## src/sv/sbr_pkg.sv

```systemverilog
package sbr_pkg;

	localparam int BAR_COUNT_DEF = 64;
	localparam int LEVELS_DEF    = 32;

	localparam int BIN_W       = 6;
	localparam int MAG_W       = 16;
	localparam int GAIN_W      = 4;
	localparam int OFFSET_W    = 4;
	localparam int CFG_DATA_W  = 4;
	localparam int CFG_IDX_W   = 1;
	localparam int COL_W       = 7;
	localparam int SROW_W      = 5;
	localparam int CH_W        = 8;
	localparam int RGB_W       = 24;
	localparam int IN_TDATA_W  = 24;
	localparam int OUT_TDATA_W = 40;

	// The radicand covers magnitude * (gain * LEVELS)^2 at the widest LEVELS.
	localparam int N_W    = 34;
	localparam int S_W    = N_W / 2;
	localparam int FRAC_W = 8;
	localparam int LVL_W  = 7;
	localparam int SUM_W  = LVL_W + 1;

	localparam logic [GAIN_W-1:0]   GAIN_RST   = 4'd3;
	localparam logic [OFFSET_W-1:0] OFFSET_RST = 4'd4;

	localparam logic [RGB_W-1:0] COLOR_GREEN  = 24'h00C800;
	localparam logic [RGB_W-1:0] COLOR_YELLOW = 24'h969600;
	localparam logic [RGB_W-1:0] COLOR_ORANGE = 24'hFA6400;
	localparam logic [RGB_W-1:0] COLOR_RED    = 24'hC80000;

	typedef enum logic [CFG_IDX_W-1:0] {
		CFG_GAIN   = 1'b0,
		CFG_OFFSET = 1'b1
	} cfg_idx_t;

	typedef enum logic [2:0] {
		ST_IDLE,
		ST_MUL1,
		ST_MUL2,
		ST_SQRT,
		ST_LEVEL,
		ST_EMIT
	} state_t;

	typedef struct packed {
		logic [S_W-1:0] root;
		logic           rem_zero;
	} sqrt_res_t;

	function automatic logic [RGB_W-1:0] palette_rgb(input logic [SROW_W-1:0] r);
		priority if (r < 5'd11) begin
			return COLOR_GREEN;
		end else if (r < 5'd21) begin
			return COLOR_YELLOW;
		end else if (r < 5'd27) begin
			return COLOR_ORANGE;
		end else begin
			return COLOR_RED;
		end
	endfunction

endpackage

```

## src/sv/sbr_isqrt.sv

```systemverilog
module sbr_isqrt (
	input  logic                     clk,
	input  logic                     arst_n,
	input  logic                     start,
	input  logic [sbr_pkg::N_W-1:0]  operand,
	output logic                     done,
	output sbr_pkg::sqrt_res_t       res
);
	import sbr_pkg::*;

	localparam int RW    = S_W + 3;
	localparam int CNT_W = $clog2(S_W + 1);

	logic [N_W-1:0]   n_q;
	logic [RW-1:0]    rem_q;
	logic [S_W-1:0]   root_q;
	logic [CNT_W-1:0] cnt_q;
	logic             busy_q;
	logic             done_q;

	logic [RW-1:0] shifted;
	logic [RW-1:0] trial;
	logic          ge;

	assign shifted = {rem_q[RW-3:0], n_q[N_W-1 -: 2]};
	assign trial   = RW'({root_q, 2'b01});
	assign ge      = shifted >= trial;

	always_ff @(posedge clk or negedge arst_n) begin
		if (!arst_n) begin
			busy_q <= 1'b0;
			done_q <= 1'b0;
			cnt_q  <= '0;
		end else begin
			done_q <= busy_q && (cnt_q == CNT_W'(1));
			if (start) begin
				busy_q <= 1'b1;
				cnt_q  <= CNT_W'(S_W);
			end else if (busy_q) begin
				cnt_q <= cnt_q - CNT_W'(1);
				if (cnt_q == CNT_W'(1)) begin
					busy_q <= 1'b0;
				end
			end
		end
	end

	always_ff @(posedge clk) begin
		if (start) begin
			n_q    <= operand;
			rem_q  <= '0;
			root_q <= '0;
		end else if (busy_q) begin
			n_q    <= n_q << 2;
			rem_q  <= ge ? (shifted - trial) : shifted;
			root_q <= {root_q[S_W-2:0], ge};
		end
	end

	assign done         = done_q;
	assign res.root     = root_q;
	assign res.rem_zero = (rem_q == '0);

endmodule

```

## src/sv/spectrum_bar_renderer.sv

```systemverilog
// A bar is accepted while idle, then passes the MUL1 and MUL2 multiply states, the square-root
// state (17 iterations and a done step), the level state and 2*LEVELS pixel loads, which an
// output stall (m_tready low) holds back. No new bar is taken until its last pixel is loaded.
// A bar whose index is not below BAR_COUNT is accepted and dropped at once. arst_n clears
// the sequencer and output valid, sets gain to 3, offset to 4 and the previous level to zero.
module spectrum_bar_renderer #(
	parameter int BAR_COUNT = sbr_pkg::BAR_COUNT_DEF,
	parameter int LEVELS    = sbr_pkg::LEVELS_DEF
) (
	input  logic                             clk,
	input  logic                             arst_n,
	input  logic                             s_tvalid,
	output logic                             s_tready,
	// bin_index[5:0], magnitude[21:6], zero[23:22]
	input  logic [sbr_pkg::IN_TDATA_W-1:0]   s_tdata,
	output logic                             m_tvalid,
	input  logic                             m_tready,
	// column[6:0], screen_row[11:7], red[19:12], green[27:20], blue[35:28], zero[39:36]
	output logic [sbr_pkg::OUT_TDATA_W-1:0]  m_tdata,
	output logic                             m_tlast,
	input  logic                             cfg_we,
	input  logic [sbr_pkg::CFG_IDX_W-1:0]    cfg_index,
	input  logic [sbr_pkg::CFG_DATA_W-1:0]   cfg_data
);
	import sbr_pkg::*;

	localparam int ROW_W = (LEVELS > 1) ? $clog2(LEVELS) : 1;
	localparam int LSQ   = LEVELS * LEVELS;
	localparam int P1_W  = MAG_W + 2 * GAIN_W;
	localparam int WR_W  = S_W - FRAC_W + 2;

	state_t state_q, state_d;

	logic [GAIN_W-1:0]   gain_q;
	logic [OFFSET_W-1:0] offset_q;
	logic [BIN_W-1:0]    bin_q;
	logic [MAG_W-1:0]    mag_q;
	logic [2*GAIN_W-1:0] gsq_q;
	logic [P1_W-1:0]     p1_q;
	logic signed [LVL_W-1:0] lvl_q, avg_q, prev_q;
	logic [ROW_W-1:0]    row_q;
	logic                side_q;

	logic                   m_tvalid_q;
	logic [COL_W-1:0]       col_q;
	logic [SROW_W-1:0]      srow_q;
	logic [RGB_W-1:0]       rgb_q;
	logic                   last_q;

	logic       in_fire, bin_ok, sq_start, sq_done, load, last_pix;
	logic [N_W-1:0] radicand;
	sqrt_res_t  sq_res;

	logic [BIN_W:0] bin_ext;
	assign in_fire = s_tvalid && s_tready;
	assign bin_ext = {1'b0, s_tdata[BIN_W-1:0]};
	assign bin_ok  = bin_ext < (BIN_W + 1)'(BAR_COUNT);

	assign radicand = N_W'(p1_q) * N_W'(LSQ);

	sbr_isqrt u_isqrt (
		.clk     (clk),
		.arst_n  (arst_n),
		.start   (sq_start),
		.operand (radicand),
		.done    (sq_done),
		.res     (sq_res)
	);

	// Level: floor of the scaled root, truncated toward zero after the offset.
	logic signed [WR_W-1:0] whole_s, off_s, lvl_raw;
	logic                   exact, bump;
	logic signed [LVL_W-1:0] lvl_cap, avg_new;
	logic signed [SUM_W-1:0] sum, sum_adj;

	always_comb begin
		whole_s = $signed({2'b00, sq_res.root[S_W-1:FRAC_W]});
		off_s   = $signed({{(WR_W-OFFSET_W){1'b0}}, offset_q});
		exact   = sq_res.rem_zero && (sq_res.root[FRAC_W-1:0] == '0);
		bump    = (whole_s < off_s) && !exact;
		lvl_raw = whole_s - off_s + $signed({{(WR_W-1){1'b0}}, bump});
		if (lvl_raw > $signed(WR_W'(LEVELS))) begin
			lvl_cap = LVL_W'(LEVELS);
		end else begin
			lvl_cap = lvl_raw[LVL_W-1:0];
		end
		sum     = {prev_q[LVL_W-1], prev_q} + {lvl_cap[LVL_W-1], lvl_cap};
		sum_adj = sum + $signed({{(SUM_W-1){1'b0}}, sum[SUM_W-1]});
		avg_new = sum_adj[SUM_W-1:1];
	end

	// Pixel of the current emit position.
	logic signed [LVL_W-1:0] height;
	logic                    lit;
	logic [RGB_W-1:0]        pix_rgb;

	always_comb begin
		height   = side_q ? lvl_q : avg_q;
		lit      = !height[LVL_W-1] && ({{(LVL_W-ROW_W){1'b0}}, row_q} < height[LVL_W-1:0]);
		pix_rgb  = lit ? palette_rgb(SROW_W'(row_q)) : '0;
		last_pix = side_q && (row_q == ROW_W'(LEVELS - 1));
	end

	always_comb begin
		state_d = state_q;
		unique case (state_q)
			ST_IDLE:  if (in_fire && bin_ok) state_d = ST_MUL1;
			ST_MUL1:  state_d = ST_MUL2;
			ST_MUL2:  state_d = ST_SQRT;
			ST_SQRT:  if (sq_done) state_d = ST_LEVEL;
			ST_LEVEL: state_d = ST_EMIT;
			ST_EMIT:  if (load && last_pix) state_d = ST_IDLE;
			default:  state_d = ST_IDLE;
		endcase
	end

	always_comb begin
		s_tready = (state_q == ST_IDLE);
		sq_start = (state_q == ST_MUL2);
		load     = (state_q == ST_EMIT) && (!m_tvalid_q || m_tready);
	end

	always_ff @(posedge clk or negedge arst_n) begin
		if (!arst_n) begin
			state_q    <= ST_IDLE;
			gain_q     <= GAIN_RST;
			offset_q   <= OFFSET_RST;
			prev_q     <= '0;
			m_tvalid_q <= 1'b0;
			row_q      <= '0;
			side_q     <= 1'b0;
		end else begin
			state_q <= state_d;
			if (cfg_we) begin
				unique case (cfg_idx_t'(cfg_index))
					CFG_GAIN:   gain_q   <= cfg_data[GAIN_W-1:0];
					CFG_OFFSET: offset_q <= cfg_data[OFFSET_W-1:0];
					default:    ;
				endcase
			end
			if (state_q == ST_LEVEL) begin
				prev_q <= lvl_cap;
				row_q  <= '0;
				side_q <= 1'b0;
			end
			if (load) begin
				m_tvalid_q <= 1'b1;
				if (row_q == ROW_W'(LEVELS - 1)) begin
					row_q  <= '0;
					side_q <= 1'b1;
				end else begin
					row_q <= row_q + ROW_W'(1);
				end
			end else if (m_tready) begin
				m_tvalid_q <= 1'b0;
			end
		end
	end

	always_ff @(posedge clk) begin
		if (in_fire) begin
			bin_q <= s_tdata[BIN_W-1:0];
			mag_q <= s_tdata[BIN_W +: MAG_W];
			gsq_q <= gain_q * gain_q;
		end
		if (state_q == ST_MUL1) begin
			p1_q <= P1_W'(mag_q) * P1_W'(gsq_q);
		end
		if (state_q == ST_LEVEL) begin
			lvl_q <= lvl_cap;
			avg_q <= avg_new;
		end
		if (load) begin
			col_q  <= {bin_q, side_q};
			srow_q <= SROW_W'(LEVELS - 1) - SROW_W'(row_q);
			rgb_q  <= pix_rgb;
			last_q <= last_pix;
		end
	end

	assign m_tvalid = m_tvalid_q;
	assign m_tlast  = last_q;
	assign m_tdata  = {{(OUT_TDATA_W - COL_W - SROW_W - 3*CH_W){1'b0}},
		rgb_q[CH_W-1:0], rgb_q[2*CH_W-1:CH_W], rgb_q[3*CH_W-1:2*CH_W], srow_q, col_q};

endmodule

```

## config.mk

```make
export PLATFORM = sky130hd
export DESIGN_NAME = spectrum_bar_renderer
export DESIGN_NICKNAME = d
export VERILOG_FILES = /design/src/sv/sbr_pkg.sv /design/src/sv/sbr_isqrt.sv /design/src/sv/spectrum_bar_renderer.sv
export SDC_FILE = /design/constraint.sdc
export NUM_CORES = 1
export LEC_CHECK = 0
export ABC_AREA = 0
export BUFFER_PORTS_ARGS = -buffer_cell sky130_fd_sc_hd__buf_4
export CAP_MARGIN = 20
export CORE_MARGIN = 4
export CORE_UTILIZATION = 35
export DETAILED_ROUTE_END_ITERATION = 10
export HOLD_SLACK_MARGIN = 0.06
export SLEW_MARGIN = 40
export SYNTH_ARGS = -nofsm -noshare
export SYNTH_HDL_FRONTEND = slang
export SYNTH_HIERARCHICAL = 1
export SYNTH_SLANG_ARGS = --single-unit
```

## constraint.sdc

```tcl
create_clock -name clk -period 6.3 [get_ports clk]
set_input_delay 1.26 -clock clk [delete_from_list [all_inputs] [get_ports clk]]
set_output_delay 1.26 -clock clk [all_outputs]
set_load 0.02 [all_outputs]
```

Word level (Yosys, flattened, before mapping)
Cells that the tools add are included.

Bits in registers: 198. Input port bits: 34. Output and inout port bits: 43. Word-level logic and storage cells: 104.

Add/sub/neg operators: 8. $mul: 2. Order comparisons: 8. Eq/ne operators: 10. Muxes and demuxes: 25. Bitwise logic cells: 2. Reductions and logical operators: 24.

Operators with widths (count): two-way mux 34 bit (2); two-way mux 5 bit (5); multiplier 16 x 8 -> 24 bit (1); two-way mux 22 bit (1); two-way mux 21 bit (1); >= comparator 20 x 19 -> 1 bit (1); zero test 20 bit (1); two-way mux 20 bit (1); subtractor 20 x 19 -> 20 bit (1); one-hot mux 3 bit (6 select lines) (1); two-way mux 16 bit (1); two-way mux 7 bit (2); adder 10 x 2 -> 11 bit (1); > comparator 11 x 7 -> 1 bit, second input constant (1); < comparator 5 bit, second input constant (2); subtractor 9 x 4 -> 10 bit (1); logical AND 1 bit (9); < comparator 9 x 4 -> 1 bit (1); two-way mux 3 bit (3); adder 7 x 7 -> 8 bit (1); adder 8 x 2 -> 8 bit (1); zero test 8 bit (1); multiplier 4 x 4 -> 8 bit (1); two-way mux 1 bit (8); other kinds (22) (31).

Logic depth before layout (Yosys ltp)
Gate-level depths: netlist of run 1.

Depth after elaboration: 9. Mapped depth: 28. Depth with buffers taken out: 28.

By module
Netlist of run 1, hierarchy kept.

Modules (own cells, without submodules): spectrum_bar_renderer (times used 1, cells each 802, area an instance 8843.5 µm², seq. area each 3271.9 µm²); sbr_isqrt (times used 1, cells each 411, area an instance 4221.5 µm², seq. area each 1936.9 µm²).

Worst setup path before layout of run 1
No wires, ideal clock.

Path kind: register to register. Start point: reg offset_q[3]. End point: reg avg_q[5] (data pin). Library setup time: 0.262 ns. Arrival: 5.055 ns. Required time: 6.038 ns. Setup slack: 0.983 ns. Stages on the path, launching flop included: 27. Path buffers: 1. Period minus slack after synthesis: 5.317 ns. Path through: dfrtp_1 inv_1 ha_1 or3_1 buf_2 or3_1 or2_2 a31oi_1 ha_1 ha_1 nand2_1 a2111oi_4 and2b_1 o22ai_1 a21oi_2 and2b_1 ha_1 a21o_1 a21oi_1 o21bai_1 a21oi_1 o211ai_1 and2_1 nor2_1 ha_1 nand4_1 xnor2_1.

Cells in the longest elaborated chain, start to end: 7. Elaborated cells between the ends (all ways): 8. Those cells by class: add/sub (4); order compare (2); mux (1); reduce/logical (1).

RTL lines: start, declared (line spectrum_bar_renderer.sv:35) `logic [OFFSET_W-1:0] offset_q;`; start signal, assigned (line spectrum_bar_renderer.sv:137) `CFG_OFFSET: offset_q <= cfg_data[OFFSET_W-1:0];`; < comparator 9 x 4 -> 1 bit (line spectrum_bar_renderer.sv:80) `bump = (whole_s < off_s) && !exact;`; logical AND 1 bit (line spectrum_bar_renderer.sv:80); adder 10 x 2 -> 11 bit * (line spectrum_bar_renderer.sv:81) `lvl_raw = whole_s - off_s + $signed({{(WR_W-1){1'b0}}, bump});`; > comparator 11 x 7 -> 1 bit (line spectrum_bar_renderer.sv:82) `if (lvl_raw > $signed(WR_W'(LEVELS))) begin`; two-way mux 7 bit * (line spectrum_bar_renderer.sv:82); named net lvl_cap[1] (line spectrum_bar_renderer.sv:73) `logic signed [LVL_W-1:0] lvl_cap, avg_new;`; adder 7 x 7 -> 8 bit * (line spectrum_bar_renderer.sv:87) `sum = {prev_q[LVL_W-1], prev_q} + {lvl_cap[LVL_W-1], lvl_cap};`; adder 8 x 2 -> 8 bit * (line spectrum_bar_renderer.sv:88) `sum_adj = sum + $signed({{(SUM_W-1){1'b0}}, sum[SUM_W-1]});`; named net sum_adj[6] (line spectrum_bar_renderer.sv:74) `logic signed [SUM_W-1:0] sum, sum_adj;`; end signal, assigned (line spectrum_bar_renderer.sv:171) `avg_q <= avg_new;`; end, declared (line spectrum_bar_renderer.sv:40) `logic signed [LVL_W-1:0] lvl_q, avg_q, prev_q;`.

The timed path passes the listed nets; every way through them passes the cells marked *. A chain may end at the register's enable or synchronous reset.

Final worst setup path of run 1
Same ends and word-level chain as after synthesis.

==> metrics.txt, run 1 <==
# TYPE chip_impl_metric gauge
chip_impl_metric{name="fmax",unit="GHz"} 0.1731
chip_impl_metric{name="synth_seq_cells",unit=""} 191
chip_impl_metric{name="grt_antenna_before_repair",unit=""} 0
chip_impl_metric{name="relSlewSlack",unit=""} 0.4835
chip_impl_info{name="cts_tree",value="done"} 1
chip_impl_metric{name="wl",unit="mm"} 26.55
chip_impl_metric{name="netlist_area",unit="um2"} 13070
chip_impl_info{name="setup.worst_path.start",value="offset_q[3]"} 1
chip_impl_metric{name="place.port_buffers",unit=""} 60
chip_impl_info{name="hp-class",value="reg -> reg"} 1
chip_impl_metric{name="dpl_worst_slack",unit="ns"} 0.5118
chip_impl_metric{name="seq_power_share",unit=""} 0.477
chip_impl_metric{name="h-tree-depth",unit=""} 4
chip_impl_metric{name="worst_skew_pair.late_latency",unit="ns"} 0.45
chip_impl_metric{name="postCtsSetupBuffers",unit=""} 0
chip_impl_metric{name="cts_sinks",unit=""} 191
chip_impl_metric{name="grt_start_max_net_pins",unit=""} 40
chip_impl_metric{name="cts-buffers-inserted",unit=""} 17
chip_impl_metric{name="first_iter_violations",unit=""} 504
chip_impl_metric{name="floorplan.rows",unit=""} 70
chip_impl_metric{name="io-pin-count",unit=""} 77
chip_impl_info{name="layout_commonest_cell",value="edfxtp_1"} 1
chip_impl_metric{name="async_reset_ff_frac",unit=""} 0.1675
chip_impl_metric{name="power.density",unit="nW/um2"} 214.2
chip_impl_metric{name="fin_util",unit=""} 0.3987
chip_impl_info{name="endpoint_kind",value="flop"} 1
chip_impl_metric{name="clock_power_share",unit=""} 0.350
chip_impl_info{name="synth_largest_area_cell",value="edfxtp_1"} 1
chip_impl_metric{name="vdd_drop_max",unit="V"} 0.0001872
chip_impl_metric{name="die-area",unit="um2"} 40480
chip_impl_metric{name="ys_warn_count",unit=""} 6
chip_impl_metric{name="grt-ovfl-total",unit=""} 0
chip_impl_info{name="cp-start-kind",value="flop"} 1
chip_impl_metric{name="postSynthAreaPerCell",unit="um2"} 10.77
chip_impl_info{name="synth.top_cells.by_area",value="edfxtp_1 28%, fa_1 11%, ha_1 9.4%, dfxtp_1 5.7%, dfrtp_1 5.6%"} 1
chip_impl_info{name="ctsRootBufferMaster",value="clkbuf_16"} 1
chip_impl_metric{name="hold-worst-slack",unit="ns"} 0.4198
chip_impl_metric{name="cts.clk_slew.worst_paths",unit="ns"} 0.08
chip_impl_metric{name="maximum_clock_insertion_buffer_count",unit=""} 2
chip_impl_info{name="rsz0062_at_grt",value="false"} 1
chip_impl_metric{name="place.gp.congestion",unit=""} 0.8761
chip_impl_metric{name="fin_crit_sh",unit=""} 0.9167
chip_impl_metric{name="firstDrtPassIters",unit=""} 6
chip_impl_metric{name="detail-route-antenna-nets",unit=""} 0
chip_impl_metric{name="post_cts_resized",unit=""} 0
chip_impl_metric{name="power.leakage",unit="uW"} 0.006153
chip_impl_info{name="layout.cells.most_common_list",value="122 x edfxtp_1, 109 x nand2_1, 98 x ha_1"} 1
chip_impl_metric{name="area_delta_synth_final",unit="%"} 11.98
chip_impl_metric{name="drt-wirelength-per-cell",unit="um"} 15.06
chip_impl_metric{name="globalRouteTotalUtil",unit=""} 0.1320
chip_impl_metric{name="worst_path_largest_cell_delay",unit="ns"} 0.43
chip_impl_metric{name="fp.dieH",unit="um"} 201.2
chip_impl_metric{name="setup-violations-final",unit=""} 0
chip_impl_metric{name="tns_setup",unit="ns"} 0
chip_impl_metric{name="detailroute.via_count",unit=""} 8806
chip_impl_metric{name="crit_arrival",unit="ns"} 5.96
chip_impl_info{name="run_status",value="completed"} 1
chip_impl_metric{name="max_slew.worst_pin.slew",unit="ns"} 0.7747
chip_impl_metric{name="synth-edff-count",unit=""} 122
chip_impl_metric{name="final_hold_viol_count",unit=""} 0
chip_impl_metric{name="internal-power",unit="uW"} 2197
chip_impl_metric{name="share_of_layout_cells_above_drive_strength_1",unit=""} 0.1359
chip_impl_metric{name="synth_sequential_area_ratio",unit=""} 0.3987
chip_impl_metric{name="critical_path_peak_fanout",unit=""} 7
chip_impl_metric{name="share_of_total_power_in_combinational_logic",unit=""} 0.173
chip_impl_metric{name="place_hpwl",unit="mm"} 19.82
chip_impl_metric{name="num-nets-final",unit=""} 1487
chip_impl_metric{name="drt-vias-per-instance",unit=""} 4.995
chip_impl_metric{name="cap_violations",unit=""} 0
chip_impl_info{name="synth-main-ff-cell",value="edfxtp_1"} 1
chip_impl_info{name="timing.critical_path.mode_cell",value="ha_1"} 1
chip_impl_metric{name="report.final.slew_viol_count",unit=""} 0
chip_impl_metric{name="initial_utilization",unit=""} 0.3560
chip_impl_metric{name="net_sw_frac",unit=""} 0.2990
chip_impl_metric{name="cts_hold_buffers",unit=""} 0
chip_impl_metric{name="detail_route.drc_violations",unit=""} 0
chip_impl_info{name="path_class",value="reg -> reg"} 1
chip_impl_metric{name="vias_in_the_first_global_route",unit=""} 8835
chip_impl_metric{name="skew",unit="ns"} 0.01128
chip_impl_info{name="hp-start",value="bin_q[0]"} 1
chip_impl_metric{name="synthDistinctLibCells",unit=""} 80
chip_impl_metric{name="chipWidth",unit="um"} 201.2
chip_impl_metric{name="setup_slack",unit="ns"} 0.5246
chip_impl_metric{name="global_route_wire_length_before_repair",unit="mm"} 44.64
chip_impl_info{name="reg2reg_from",value="offset_q[3]"} 1
chip_impl_metric{name="core_area",unit="um2"} 36700
chip_impl_info{name="critical_path.slowest_cell",value="or3_1"} 1
chip_impl_metric{name="synth_top_area_share",unit=""} 0.2804
chip_impl_metric{name="netSwitchingPower",unit="uW"} 936.9
chip_impl_metric{name="period_needed",unit="ns"} 5.775
chip_impl_metric{name="post_synth_inst_count",unit=""} 1213
chip_impl_metric{name="worst-endpoint-required",unit="ns"} 6.49
chip_impl_metric{name="antenna-diode-count",unit=""} 0
-- metrics by stage --
stage | area [um2] | std cells | total power [uW]
after detailed placement | 14040 | 1731 | 2071
after floorplan | 13160 | 1238 | 1914
after global placement | 14040 | 1731 | 2061
after CTS | 14630 | 1763 | 3182
final | 14630 | 1763 | 3134
after global routing | 14630 | 1763 | 3304
-- path summary, 6_finish.rpt --
check	slack, ns	depth (start not counted)	to
min	0.42	0	col_q[1]
max in group asynchronous	5.20	1	gain_q[1]
max reg2reg	0.52	25	avg_q[5]
min reg2reg	0.42	0	col_q[1]
max	0.52	25	avg_q[5]
min in group asynchronous	0.76	1	side_q
-- worst max-delay path: cells and delay by family (launching register included) --
family / cells / cell delay (ns)
adders and majority gates: 5 / 1.17
buffers and inverters: 1 / 0.04
and+or+nand+nor: 9 / 2.09
DFF: 1 / 0.35
AOI/OAI and AO/OA: 9 / 1.70
xor gates and xnor gates: 1 / 0.15
-- flip-flops by register name (all words and copies together), names as in the netlist, 6 cells and up --
signal	flops
mag_q	16
gsq_q	7
u_isqrt/n_q	34
bin_q	6
lvl_q	7
u_isqrt/rem_q	20
col_q	7
rgb_q	8
u_isqrt/root_q	17
p1_q	24
prev_q	7
avg_q	7
-- area by class of cell --
type | instances | area [um2]
fillers | 3551 | 22070
multi-input cells | 901 | 7315
flip-flops and latches | 191 | 5209
well taps | 468 | 585.6
repair buffers | 76 | 570.5
clock buffers | 17 | 425.4
inverters | 95 | 356.6
clock inverters | 15 | 168.9
-- metal layers --
metal  global-route usage  vias to the layer above  routed length (um)
met5                    0                        -                   0
met4              0.04126                        0                 497
met2               0.2084                      155               11870
met3              0.02288                       30                 993
met1               0.1863                     4271               13180
li1                     -                     4350                   -
-- synthesized netlist by cell type (11+ instances only) --
cell type	count
mux2i_1	25
dfxtp_1	37
nor2b_1	11
dfrtp_1	29
nand2_1	109
o21a_1	12
nand2b_1	14
fa_1	73
o21ai_1	15
nand3_1	16
and2_1	81
mux2_2	40
a21o_1	16
buf_4	20
inv_1	94
xor2_1	16
nor3_1	15
nor2_1	74
xnor2_1	42
clkbuf_1	22
edfxtp_1	122
a211oi_1	15
a21oi_1	44
ha_1	98
a32oi_1	11
o21ai_0	34
-- power by group through the flow --
stage                     sequential [uW]  combinational, uW  clock (uW)
after floorplan                      1540                376           0
after global placement               1520                538           0
after detailed placement             1520                546           0
after CTS                            1500                549        1140
after global routing                 1510                610        1190
final                                1500                543        1100
-- kinds of logic after synthesis --
family / count (synthesis) / share of synthesized area
other cells: 1 / 0.0002870
flops: 191 / 0.3987
buf+inv: 146 / 0.04942
fa+ha+maj: 171 / 0.2057
compound gates: 211 / 0.1113
simple gates: 370 / 0.1421
xor+xnor: 58 / 0.03888
mux: 65 / 0.05363
No activity file was read; power rests on OpenSTA's default activity.
==> inputs of run 2 (changes only) <==
--- a/config.mk
+++ b/config.mk
@@ -11,3 +11,3 @@
 export CORE_MARGIN = 4
-export CORE_UTILIZATION = 35
+export CORE_UTILIZATION = 25
 export DETAILED_ROUTE_END_ITERATION = 10
==> constraint.sdc (replaced) <==
create_clock -name clk -period 4.95 [get_ports clk]
set_input_delay 0 -clock clk [delete_from_list [all_inputs] [get_ports clk]]
set_output_delay 0 -clock clk [all_outputs]
set_load 0.02 [all_outputs]
==> metrics.txt, run 2 (synthesis gave the netlist of run 1 again) <==
# TYPE chip_impl_metric gauge
chip_impl_metric{name="cts_sinks",unit=""} 191
chip_impl_metric{name="global_route_wire_length_before_repair",unit="mm"} 47.84
chip_impl_metric{name="setup_slack",unit="ns"} -0.2206
chip_impl_metric{name="r2r_cells",unit=""} 26
chip_impl_metric{name="antenna-diode-count",unit=""} 0
chip_impl_metric{name="detail_route.drc_violations",unit=""} 0
chip_impl_metric{name="first_iter_violations",unit=""} 571
chip_impl_info{name="failing_checks",value="negative setup slack"} 1
chip_impl_metric{name="setup-violations-final",unit=""} 7
chip_impl_info{name="rsz0062_at_grt",value="true"} 1
chip_impl_metric{name="relSlewSlack",unit=""} 0.4673
chip_impl_metric{name="io-pin-count",unit=""} 77
chip_impl_metric{name="multi_input_area",unit="um2"} 7645
chip_impl_metric{name="report.final.slew_viol_count",unit=""} 0
chip_impl_metric{name="internal-power",unit="uW"} 2978
chip_impl_metric{name="regArea",unit="um2"} 5210
chip_impl_metric{name="worst-endpoint-required",unit="ns"} 5.15
chip_impl_metric{name="power.leakage",unit="uW"} 0.006754
chip_impl_metric{name="cell_area_reported_after_detailed_placement",unit="um2"} 14760
chip_impl_metric{name="final_hold_viol_count",unit=""} 0
chip_impl_metric{name="clock_power_share",unit=""} 0.327
chip_impl_info{name="layout.cells.most_common_list",value="153 x buf_4, 122 x edfxtp_1, 106 x nand2_1"} 1
chip_impl_metric{name="cap_violations",unit=""} 0
chip_impl_metric{name="wl",unit="mm"} 29.22
chip_impl_metric{name="crit_arrival",unit="ns"} 5.37
chip_impl_info{name="layout_commonest_cell",value="buf_4"} 1
chip_impl_metric{name="die-area",unit="um2"} 55980
chip_impl_metric{name="maximum_clock_insertion_buffer_count",unit=""} 2
chip_impl_info{name="ctsRootBufferMaster",value="clkbuf_16"} 1
chip_impl_info{name="critical_path.slowest_cell",value="dfrtp_1"} 1
chip_impl_metric{name="vdd_drop_max",unit="V"} 0.0001745
chip_impl_metric{name="r2r_slack",unit="ns"} -0.22
chip_impl_metric{name="drt-vias-per-instance",unit=""} 4.484
chip_impl_metric{name="vias_in_the_first_global_route",unit=""} 9407
chip_impl_info{name="path_class",value="reg -> reg"} 1
chip_impl_metric{name="skew",unit="ns"} 0.01492
chip_impl_metric{name="max_slew.worst_pin.slew",unit="ns"} 0.7990
chip_impl_metric{name="grt_antenna_before_repair",unit=""} 0
chip_impl_info{name="hp-class",value="in -> async"} 1
chip_impl_info{name="r2r-end",value="avg_q[4]"} 1
chip_impl_metric{name="fin_crit_sh",unit=""} 1.045
chip_impl_metric{name="fp.dieH",unit="um"} 236.6
chip_impl_metric{name="place.gp.congestion",unit=""} 0.8477
chip_impl_metric{name="net_sw_frac",unit=""} 0.2962
chip_impl_info{name="endpoint_kind",value="flop"} 1
chip_impl_info{name="largest_register",value="u_isqrt/n_q"} 1
chip_impl_metric{name="fin_util",unit=""} 0.3140
chip_impl_metric{name="power.density",unit="nW/um2"} 261.7
chip_impl_metric{name="worst_skew_pair.late_latency",unit="ns"} 0.45
chip_impl_metric{name="seq_power_share",unit=""} 0.449
chip_impl_metric{name="share_of_total_power_in_combinational_logic",unit=""} 0.224
chip_impl_metric{name="cts-buffers-inserted",unit=""} 17
chip_impl_metric{name="hold-worst-slack",unit="ns"} 0.05296
chip_impl_metric{name="place_hpwl",unit="mm"} 21.54
chip_impl_metric{name="num-nets-final",unit=""} 1600
chip_impl_metric{name="dpl_worst_slack",unit="ns"} -0.2742
chip_impl_metric{name="area_delta_synth_final",unit="%"} 23.78
chip_impl_metric{name="largest_reg_flops",unit=""} 34
chip_impl_metric{name="initial_utilization",unit=""} 0.2536
chip_impl_metric{name="netSwitchingPower",unit="uW"} 1254
chip_impl_metric{name="firstDrtPassIters",unit=""} 5
chip_impl_metric{name="fillers",unit=""} 5332
chip_impl_metric{name="share_of_layout_cells_above_drive_strength_1",unit=""} 0.2145
chip_impl_info{name="cp-start-kind",value="flop"} 1
chip_impl_metric{name="cts.clk_slew.worst_paths",unit="ns"} 0.08
chip_impl_metric{name="floorplan.rows",unit=""} 83
chip_impl_info{name="top_regs",value="u_isqrt/n_q: 34 flops, p1_q: 24 flops, u_isqrt/rem_q: 20 flops"} 1
chip_impl_metric{name="grt-ovfl-total",unit=""} 0
chip_impl_metric{name="total_power",unit="uW"} 4232
chip_impl_metric{name="grt_start_max_net_pins",unit=""} 65
chip_impl_info{name="run_status",value="finished, violations left"} 1
chip_impl_metric{name="worst_path_largest_cell_delay",unit="ns"} 0.39
chip_impl_info{name="cts_tree",value="done"} 1
chip_impl_metric{name="globalRouteTotalUtil",unit=""} 0.1028
chip_impl_metric{name="final_std_cell_area_no_fill",unit="um2"} 16170
chip_impl_metric{name="core_area",unit="um2"} 51510
chip_impl_metric{name="fmax",unit="GHz"} 0.1934
chip_impl_metric{name="detailroute.via_count",unit=""} 9363
chip_impl_metric{name="period_needed",unit="ns"} 5.171
chip_impl_info{name="reg2reg_from",value="offset_q[0]"} 1
chip_impl_metric{name="detail-route-antenna-nets",unit=""} 0
chip_impl_metric{name="place.port_buffers",unit=""} 60
chip_impl_metric{name="chipWidth",unit="um"} 236.6
chip_impl_metric{name="h-tree-depth",unit=""} 4
chip_impl_metric{name="critical_path_peak_fanout",unit=""} 4
chip_impl_metric{name="drt-wirelength-per-cell",unit="um"} 14.00
-- run 2: cell types whose count changed in the layout (fill, tap and decap cells not counted), sizes merged --
cell	previous run	this run
buf	76	155
dlygate4sd3	0	33
inv	103	100
clkbuf	17	19
clkinv	7	8
dlymetal6s2s	0	1
-- run 2: final cells by class --
type | count | share of cell area
multi-input cells | 901 | 0.4727
flip-flops and latches | 191 | 0.3222
repair buffers | 189 | 0.09362
well taps | 680 | 0.05261
clock buffers | 19 | 0.02816
inverters | 95 | 0.02205
clock inverters | 13 | 0.008665
-- run 2: stage by stage --
step           std cells   TNS, ns
2_1_floorplan       1238  -0.03730
5_1_grt             2088    -2.608
4_1_cts             2076   -0.2220
3_3_place_gp        1999  -0.05707
6_report            2088    -1.111
3_5_place_dp        1999    -1.459
-- run 2: worst max-delay path: cells and delay by family, from the launching register on --
family                   cells  cell delay [ns]
AO/OA/AOI/OAI               12             2.12
XOR/XNOR                     1             0.14
adder cells (fa/ha/maj)      4             1.03
buffers and inverters        2             0.22
flip-flops                   1             0.39
AND/OR/NAND/NOR              7             1.06
-- run 2: what timing repair did --
item / in CTS / in global routing
hold buffers: 33 / 0
endpoints found under the hold margin: 66 / 0
setup buffers: 12 / 13
endpoints found under the setup margin: 9 / 15
pin swaps: 14 / 40
gates resized for setup: 17 / 43
-- run 2: how the worst max path moves through the flow --
stage                            from  slack [ns]        to
floorplan                 offset_q[3]       -0.03  avg_q[5]
global placement    u_isqrt/root_q[8]       -0.04  avg_q[5]
detailed placement        offset_q[0]       -0.27  avg_q[5]
CTS                       offset_q[3]       -0.11  avg_q[5]
global route              offset_q[0]       -0.44  avg_q[4]
finish                    offset_q[0]       -0.22  avg_q[4]
-- run 2: power by group through the flow --
stage	combinational (uW)	clock (uW)	sequential, uW
5_1_grt	1040	1500	1910
3_5_place_dp	777	0	1940
4_1_cts	840	1430	1900
6_report	947	1380	1900
2_1_floorplan	490	0	1960
3_3_place_gp	766	0	1930
-- run 2: per-layer routing --
metal	vias up	wire, um	track usage
met5	-	0	0
met4	0	468	0.02849
met3	28	1238	0.01980
met2	192	13390	0.1638
met1	4561	14130	0.1431
li1	4582	-	-
==> inputs of run 3 (changes only) <==
Settings changed: BUFFER_PORTS_ARGS -buffer_cell sky130_fd_sc_hd__buf_4 to unset, DONT_BUFFER_PORTS set to 1, REMOVE_ABC_BUFFERS set to 1.
==> metrics.txt, run 3 (synthesis gave the netlist of run 1 again) <==
# TYPE chip_impl_metric gauge
chip_impl_info{name="run_status",value="finished, violations left"} 1
chip_impl_info{name="failing_checks",value="negative setup slack"} 1
chip_impl_info{name="top_regs",value="u_isqrt/n_q: 34 flops, p1_q: 24 flops, u_isqrt/rem_q: 20 flops"} 1
chip_impl_metric{name="chipWidth",unit="um"} 236.6
chip_impl_metric{name="period_needed",unit="ns"} 5.179
chip_impl_metric{name="path_buf_inv",unit=""} 2
chip_impl_metric{name="maximum_clock_insertion_buffer_count",unit=""} 2
chip_impl_metric{name="max_slew.worst_pin.slew",unit="ns"} 0.7782
chip_impl_metric{name="skew",unit="ns"} 0.01484
chip_impl_metric{name="io-pin-count",unit=""} 77
chip_impl_metric{name="largest_reg_flops",unit=""} 34
chip_impl_metric{name="place.port_buffers",unit=""} 0
chip_impl_metric{name="drt-wirelength-per-cell",unit="um"} 13.75
chip_impl_metric{name="r2r_slack",unit="ns"} -0.23
chip_impl_metric{name="area_delta_synth_final",unit="%"} 22.03
chip_impl_info{name="path_class",value="reg -> reg"} 1
chip_impl_metric{name="net_sw_frac",unit=""} 0.3035
chip_impl_metric{name="detail_route.drc_violations",unit=""} 0
chip_impl_metric{name="first_iter_violations",unit=""} 538
chip_impl_info{name="cts_tree",value="done"} 1
chip_impl_metric{name="wl",unit="mm"} 28.18
chip_impl_metric{name="cts_sinks",unit=""} 191
chip_impl_info{name="reg2reg_from",value="offset_q[3]"} 1
chip_impl_metric{name="r2r_cells",unit=""} 27
chip_impl_metric{name="die-area",unit="um2"} 55980
chip_impl_info{name="critPathCapture",value="avg_q[5]"} 1
chip_impl_metric{name="floorplan.rows",unit=""} 83
chip_impl_metric{name="use_met3",unit=""} 0.02201
chip_impl_metric{name="globalRouteTotalUtil",unit=""} 0.1018
chip_impl_info{name="layout_commonest_cell",value="edfxtp_1"} 1
chip_impl_metric{name="crit_arrival",unit="ns"} 5.39
chip_impl_metric{name="num-nets-final",unit=""} 1562
chip_impl_metric{name="cts-buffers-inserted",unit=""} 17
chip_impl_info{name="endpoint_kind",value="flop"} 1
chip_impl_metric{name="globalRouteMet1Util",unit=""} 0.1381
chip_impl_metric{name="dpl_worst_slack",unit="ns"} -0.4511
chip_impl_metric{name="h-tree-depth",unit=""} 4
chip_impl_metric{name="firstDrtPassIters",unit=""} 5
chip_impl_metric{name="detail-route-antenna-nets",unit=""} 0
chip_impl_info{name="cp-start-kind",value="flop"} 1
chip_impl_metric{name="grt_start_max_net_pins",unit=""} 64
chip_impl_info{name="global_route.peak_usage_layer",value="met2"} 1
chip_impl_metric{name="internal-power",unit="uW"} 2888
chip_impl_metric{name="cap_violations",unit=""} 0
chip_impl_metric{name="tns_setup",unit="ns"} -0.9579
chip_impl_metric{name="worst_path_largest_cell_delay",unit="ns"} 0.37
chip_impl_metric{name="critical_path_peak_fanout",unit=""} 4
chip_impl_metric{name="final_hold_viol_count",unit=""} 0
chip_impl_metric{name="setup-violations-final",unit=""} 7
chip_impl_metric{name="initial_utilization",unit=""} 0.2536
chip_impl_metric{name="report.final.slew_viol_count",unit=""} 0
chip_impl_metric{name="fmax",unit="GHz"} 0.1931
chip_impl_metric{name="worst-endpoint-required",unit="ns"} 5.16
chip_impl_metric{name="share_of_layout_cells_above_drive_strength_1",unit=""} 0.1920
chip_impl_metric{name="power.density",unit="nW/um2"} 260.0
chip_impl_metric{name="power.leakage",unit="uW"} 0.006560
chip_impl_info{name="setup.worst_path.start",value="offset_q[3]"} 1
chip_impl_metric{name="fp.dieH",unit="um"} 236.6
chip_impl_metric{name="crit_cells",unit=""} 27
chip_impl_metric{name="antenna-diode-count",unit=""} 0
chip_impl_metric{name="clock_power_share",unit=""} 0.339
chip_impl_metric{name="place.detailed.instances",unit=""} 1968
chip_impl_info{name="r2r-end",value="avg_q[5]"} 1
chip_impl_metric{name="layoutNonFillerInstCount",unit=""} 2050
chip_impl_metric{name="detailroute.via_count",unit=""} 9316
chip_impl_info{name="critical_path.slowest_cell",value="or3_4"} 1
chip_impl_metric{name="drt-vias-per-instance",unit=""} 4.544
chip_impl_metric{name="fin_crit_sh",unit=""} 1.046
chip_impl_metric{name="global_route_wire_length_before_repair",unit="mm"} 47.38
chip_impl_metric{name="share_of_total_power_in_combinational_logic",unit=""} 0.188
chip_impl_info{name="path_delay_family",value="compound AO/OA/AOI/OAI gates"} 1
chip_impl_metric{name="netSwitchingPower",unit="uW"} 1258
chip_impl_metric{name="place_hpwl",unit="mm"} 20.87
chip_impl_metric{name="place.gp.congestion",unit=""} 0.8828
chip_impl_info{name="layout.cells.most_common_list",value="122 x edfxtp_1, 107 x nand2_1, 101 x buf_4"} 1
chip_impl_metric{name="relSlewSlack",unit=""} 0.4772
chip_impl_info{name="rsz0062_at_grt",value="true"} 1
chip_impl_info{name="hp-class",value="in -> async"} 1
chip_impl_metric{name="vias_in_the_first_global_route",unit=""} 9672
chip_impl_metric{name="cts.clk_slew.worst_paths",unit="ns"} 0.09
chip_impl_metric{name="core_area",unit="um2"} 51510
chip_impl_metric{name="worst_skew_pair.late_latency",unit="ns"} 0.46
chip_impl_metric{name="setup_slack",unit="ns"} -0.2289
chip_impl_metric{name="grt-ovfl-total",unit=""} 0
chip_impl_metric{name="seq_power_share",unit=""} 0.473
chip_impl_info{name="timing.critical_path.mode_cell",value="a21oi_2"} 1
chip_impl_info{name="largest_register",value="u_isqrt/n_q"} 1
chip_impl_metric{name="grt_antenna_before_repair",unit=""} 0
chip_impl_metric{name="met2_usage",unit=""} 0.1638
chip_impl_info{name="ctsRootBufferMaster",value="clkbuf_16"} 1
chip_impl_metric{name="vdd_drop_max",unit="V"} 0.0002278
run 3: cell types whose count changed in the layout (fill, tap and decap cells not counted), moves of 3 or more:
cell	change
ha_2	+3
buf_4	-52
buf_6	+8
and2_4	+4
a21oi_2	+3
dlygate4sd3_1	+5
and2_1	-4
run 3: area by class of cell:
type,count,area [um2]
repair buffers,151,1291
multi-input cells,901,7621
clock buffers,17,425.4
clock inverters,15,187.7
inverters,95,356.6
flip-flops and latches,191,5210
well taps,680,850.8
fillers,5276,35570
run 3: metal layers:
layer  wire [um]  part of all wire
met2       13040              0.46
met4         467             0.017
met3        1060             0.038
met1       13610              0.48
met5           0                 0
run 3: worst min-delay path by stage:
| stage | start | end | slack (ns) | cells after the start |
|---|---|---|---|---|
| detailed placement | arst_n | state_q[0] | -0.29 | 0 |
| finish | arst_n | row_q[3] | 0.11 | 3 |
| global route | arst_n | gain_q[0] | 0.1 | 2 |
| global placement | arst_n | state_q[0] | -0.29 | 0 |
| floorplan | arst_n | gain_q[2] | -0.30 | 0 |
| CTS | arst_n | gain_q[0] | 0.08 | 2 |
run 3: timing repair:
item,in CTS,in global routing
endpoints found under the hold margin,65,29
pin swaps,19,46
resized for setup,31,44
endpoints found under the setup margin,13,16
hold buffers,39,1
setup buffers,3,8
run 3: power groups by stage:
stage                     Combinational, uW  Sequential, uW  Clock (uW)
final                                   779            1960        1410
after global routing                    865            1970        1530
after CTS                               741            1960        1460
after detailed placement                663            2000           0
after global placement                  647            2000           0
after floorplan                         441            1970           0
run 3: worst min-delay path, cell delays in order:
cell and delay (ns):
dlygate4sd3_1 0.59, buf_12 0.14, buf_12 0.20
run 3: per-stage QoR:
stage	area [um2]	hold slack, ns	util	total power (uW)
2_1_floorplan	12870	-0.2956	-	2411
3_3_place_gp	14490	-0.2942	0.2813	2643
3_5_place_dp	14500	-0.2941	0.2814	2659
4_1_cts	15660	0.07793	0.3040	4159
5_1_grt	15940	0.09599	0.3095	4371
6_report	15940	0.1064	0.3095	4146
